$ cat src/rtl/lrf_pkg.sv
`default_nettype none
package lrf_pkg;

  localparam int DEF_SCREEN_WIDTH  = 128;
  localparam int DEF_SCREEN_HEIGHT = 64;

  localparam int FUNC_W  = 2;
  localparam int COORD_W = 8;
  localparam int IDX_W   = 10;
  localparam int DATA_W  = 8;
  // error term width; Bresenham error stays within about +/- 2*255
  localparam int ACC_W   = 12;

  localparam logic [FUNC_W-1:0] FUNC_CLEAR = 2'd0;
  localparam logic [FUNC_W-1:0] FUNC_DRAW  = 2'd1;
  localparam logic [FUNC_W-1:0] FUNC_READ  = 2'd2;

  // controller -> datapath
  typedef struct packed {
    logic accept;    // latch request fields, set up line terms
    logic wipe;      // write zero at sweep counter, advance it
    logic pix_rd;    // read byte under current pixel, latch address and mask
    logic pix_wr;    // write back byte with pixel bit set
    logic step;      // advance the line one pixel
    logic idx_rd;    // read byte at byte_index
    logic res_cap;   // capture read result
    logic out_load;  // move result into output register
  } lrf_cmd_t;

  // datapath -> controller
  typedef struct packed {
    logic on_screen;
    logic at_end;
    logic wipe_last;
  } lrf_sts_t;

endpackage
`default_nettype wire

$ cat src/rtl/lrf_ctrl.sv
`default_nettype none
module lrf_ctrl
  import lrf_pkg::*;
(
  input  wire logic              clk,
  input  wire logic              rst_n,
  input  wire logic              in_valid,
  input  wire logic [FUNC_W-1:0] in_func,
  output logic                   in_ready,
  output logic                   out_valid,
  input  wire logic              out_ready,
  output lrf_cmd_t               cmd,
  input  wire lrf_sts_t          sts
);

  typedef enum logic [2:0] {
    ST_IDLE,
    ST_WIPE,
    ST_PIX,
    ST_WRITE,
    ST_RADDR,
    ST_RDATA,
    ST_RESP
  } state_t;

  state_t state_r;
  logic   out_valid_r;
  logic   wipe_reply_r;  // low for the post-reset sweep, high for a clear request
  logic   out_free;

  assign out_free  = !out_valid_r || out_ready;
  assign in_ready  = (state_r == ST_IDLE);
  assign out_valid = out_valid_r;

  always_comb begin
    cmd          = '0;
    cmd.accept   = (state_r == ST_IDLE) && in_valid;
    cmd.wipe     = (state_r == ST_WIPE);
    cmd.pix_rd   = (state_r == ST_PIX) && sts.on_screen;
    cmd.pix_wr   = (state_r == ST_WRITE);
    cmd.step     = ((state_r == ST_PIX) && !sts.on_screen && !sts.at_end) ||
                   ((state_r == ST_WRITE) && !sts.at_end);
    cmd.idx_rd   = (state_r == ST_RADDR);
    cmd.res_cap  = (state_r == ST_RDATA);
    cmd.out_load = (state_r == ST_RESP) && out_free;
  end

  always_ff @(posedge clk) begin
    if (!rst_n) begin
      state_r      <= ST_WIPE;
      out_valid_r  <= 1'b0;
      wipe_reply_r <= 1'b0;
    end else begin
      if (cmd.out_load) begin
        out_valid_r <= 1'b1;
      end else if (out_ready) begin
        out_valid_r <= 1'b0;
      end

      unique case (state_r)
        ST_IDLE: begin
          if (in_valid) begin
            unique case (in_func)
              FUNC_CLEAR: begin
                state_r      <= ST_WIPE;
                wipe_reply_r <= 1'b1;
              end
              FUNC_DRAW: state_r <= ST_PIX;
              FUNC_READ: state_r <= ST_RADDR;
              default:   state_r <= ST_RESP;
            endcase
          end
        end
        ST_WIPE: begin
          if (sts.wipe_last) begin
            state_r <= wipe_reply_r ? ST_RESP : ST_IDLE;
          end
        end
        ST_PIX: begin
          if (sts.on_screen) begin
            state_r <= ST_WRITE;
          end else if (sts.at_end) begin
            state_r <= ST_RESP;
          end
        end
        ST_WRITE: begin
          state_r <= sts.at_end ? ST_RESP : ST_PIX;
        end
        ST_RADDR: state_r <= ST_RDATA;
        ST_RDATA: state_r <= ST_RESP;
        ST_RESP: begin
          if (out_free) begin
            state_r <= ST_IDLE;
          end
        end
        default: state_r <= ST_IDLE;
      endcase
    end
  end

endmodule
`default_nettype wire

$ cat config.mk
export PLATFORM = sky130hd
export DESIGN_NAME = lrf_ctrl
export DESIGN_NICKNAME = d
export VERILOG_FILES = /design/src/rtl/lrf_pkg.sv /design/src/rtl/lrf_ctrl.sv
export SDC_FILE = /design/constraint.sdc
export NUM_CORES = 1
export LEC_CHECK = 0
export BUFFER_PORTS_ARGS = -buffer_cell sky130_fd_sc_hd__buf_2
export CORE_AREA = 2 2 39 41
export DETAILED_ROUTE_END_ITERATION = 7
export DIE_AREA = 0 0 41 43
export PLACE_DENSITY_LB_ADDON = 0.1
export SYNTH_ARGS = -nofsm -noshare
export SYNTH_HDL_FRONTEND = slang
export SYNTH_SLANG_ARGS = --single-unit
$ cat constraint.sdc
create_clock -name clk -period 3.5 [get_ports clk]
set_input_delay 0 -clock clk [delete_from_list [all_inputs] [get_ports clk]]
set_output_delay 0 -clock clk [all_outputs]
set_load 0.05 [all_outputs]
==> reports/qor.yml <==
area_occupied_by_multi_input_gates_um2: 250
clkSlewWorstSetupHoldPaths_ns: 0.04
global_route.usage.total_pct: 13.2
critical_path_class: "reg -> reg"
slew-limit-headroom_pct: 67.7
regToRegSetupSlack_ns: 1.95
netlist_area_pre_place_um2: 388
detailedRoute.firstPassIterationCount: 4
clock_tree_from_tritoncts: "built"
synth_xor_area_share_pct: 0
r2r-start: "state_r[1]"
min-delay-start: "out_ready"
place.detailed.hpwl_um: 729
port-buffer-count: 18
layout-drive-gt1-share_pct: 37.1
synth_nets: 59
synth.area.mux_share_pct: 0
vias: 429
status: "completed"
core_um2: 1380
leakage_uw: 0.000240
critical_path_maximum_fanout: 15
htree_levels: 1
drv_cap: 0
place.detailed.instances: 81
grt_pass1_vias: 375
routed_wirelength_um: 989
crit_slowest_cell: "sky130_fd_sc_hd__dfxtp_1"
reg2regPathDepth: 4
drc_viols: 0
finish.net_count: 80
synthDistinctLibCells: 28
globalRoute.totalOverflow: 0
holdCritPathClass: "in -> reg"
ys_seq_elements: 5
report.final.slew_viol_count: 0
timing.critical_path.cells: "nand2b_2 > or4_1 > o21ai_2 > o311ai_1"
final_hold_vio_count: 0
mostFrequentLayoutCells: "sky130_fd_sc_hd__buf_2, sky130_fd_sc_hd__nor2_1, sky130_fd_sc_hd__nor3_1, sky130_fd_sc_hd__dfxtp_1, sky130_fd_sc_hd__a21oi_1"
synthesis.instances: 50
post_cts.repair.setup_buffers: 0
clockBufferDepth: 2
setup-tns-final_ns: 0
grt_max_degree: 16
avgSynthCellArea_um2: 7.76
setup_viol: 0
hold-path-endpoint: "out_valid"
clock_tree.root_cell: "sky130_fd_sc_hd__clkbuf_4"
worst_ir_drop_vdd_mv: 0.190
layout.cells.most_common: "sky130_fd_sc_hd__buf_2"
timing.fmax_mhz: 644
fillCellCount: 157
setup.worst_path.start_class: "flip-flop"
synth-seq-area-share_pct: 25.8
power_per_cell_area_nw_per_um2: 510
timing.critical_path.max_delay_family: "simple AND/OR/NAND/NOR gates"
clock_skew_ns: 0.00192
detailedRoute.firstIterationViolations: 16
pin_count: 19
post-route-period-util_pct: 44.3
synth_compound_area_share_pct: 32.3
initial_core_utilization_pct: 28.0
antenna_found_initial: 0
areaGrowthSynthToFinish_pct: 31.0
largest_family_of_logic_cells_by_synthesized_area: "compound AO/OA/AOI/OAI gates"
design.die.area_um2: 1760
tritoncts.num_buffers: 3
layout.cells.non_filler: 86
placement_rows: 14
post-route-min-period_ns: 1.55
worstSkewPairLatency_ns: 0.24
cp_data_arrival_time_ns: 1.66
gp_congestion: 0.724
layout.area.seq_um2: 100
timing.critical_path.buf_inv: 0
cts.sinks: 5
synth_adder_area_share_pct: 0
critPathMaxStageDelay_ns: 0.61
grt_pass1_wl_um: 1540
timing.rr.end: "state_r[0]"
die_width_um: 41
diodes_inserted: 0
worst_hold_path.num_cells: 3
synthesis.yosys.warnings: 0
routedWlPerCell_um: 11.5
grt_setup_unrepaired: "no"
synthSimpleGateAreaFrac_pct: 32.3
worst_setup_path_end_kind: "flip-flop"
floorplan.die.height_um: 43
crit_required_ns: 3.61
max_slew.worst_pin.slew_ns: 0.484
drt-vias-per-instance: 4.99
post_route_antenna_net_violation_count: 0
cells by family after synthesis:
kind of cell | Yosys count
and+or+nand+nor | 22
AOI/OAI and AO/OA | 17
buffers and inverters | 6
DFF | 5
Yosys cell counts (all sizes together):
master / instances / area (um2)
a22oi: 1 / 12.5
o21a: 1 / 7.51
nor2b: 1 / 6.26
nand3b: 1 / 7.51
a41o: 1 / 10.0
o22ai: 1 / 6.26
o311ai: 2 / 17.5
a21oi: 4 / 20.0
nor3b: 2 / 15.0
a211oi: 3 / 22.5
nand2b: 3 / 21.3
nor2: 6 / 22.5
o211a: 1 / 10.0
buf: 2 / 12.5
and2: 1 / 6.26
or2b: 1 / 8.76
dfxtp: 5 / 100
nor3: 5 / 25.0
clkbuf: 1 / 13.8
o21ai: 3 / 18.8
inv: 3 / 11.3
nand3: 1 / 5.00
or4: 1 / 7.51
worst reg2reg max path: cells and delay by family, from the launching register on:
kind / cells / cell delay, ns
AND/OR/NAND/NOR: 2 / 0.62
AO/OA/AOI/OAI: 2 / 0.19
flip-flops: 1 / 0.61
per-stage QoR:
stage / hold slack (ns) / worst slack, ns / total power (uW) / instance area [um2] / utilization [%]
3_5_place_dp: 0.232 / 1.96 / 192 / 472 / 34.1
3_3_place_gp: 0.229 / 1.94 / 193 / 472 / 34.1
4_1_cts: 0.0650 / 1.94 / 263 / 508 / 36.7
2_1_floorplan: 0.0784 / 1.50 / 173 / 388 / -
5_1_grt: 0.0757 / 1.86 / 277 / 508 / 36.7
6_report: 0.0690 / 1.95 / 259 / 508 / 36.7
registers in the layout (all words and copies together) (netlist names):
| signal | flops |
|---|---|
| state_r | 3 |
| wipe_reply_r | 1 |
| out_valid | 1 |
routing by layer:
metal | GRT usage [%] | part of all wire, % | vias up
met5 | 0 | 0 | -
met4 | 8.00 | 0 | 0
met3 | 4.71 | 5.5 | 0
met2 | 19.1 | 47 | 12
met1 | 15.8 | 48 | 184
li1 | - | - | 233
worst max path at each step:
stage | from | endpoint | slack [ns] | cells past startpoint
floorplan | state_r[0] | state_r[0] | 1.50 | 5
detailed placement | state_r[1] | state_r[0] | 1.96 | 4
CTS | state_r[1] | cmd[0] | 1.94 | 3
global route | state_r[1] | cmd[0] | 1.86 | 3
finish | state_r[1] | state_r[0] | 1.95 | 4
global placement | state_r[1] | state_r[0] | 1.94 | 4
power by group:
group	internal, uW	switching (uW)	total (uW)
Clock	43.1	23.5	66.6
Combinational	35.7	74.4	110
Sequential	63.2	19.4	82.6
Total	142	117	259
repair_timing:
action                                 4_1_cts  5_1_grt
resized for setup                            0        0
hold buffers                                 1        0
endpoints found under the hold margin        1        0
cell type report:
| cell class | count | area share [%] |
|---|---|---|
| Clock buffer | 4 | 5.17 |
| Timing Repair Buffer | 19 | 19.7 |
| Sequential cell | 5 | 19.7 |
| Multi-Input combinational cell | 39 | 49.3 |
| Inverter | 3 | 2.22 |
| Tap cell | 16 | 3.94 |
(Power assumes the default switching activity.)
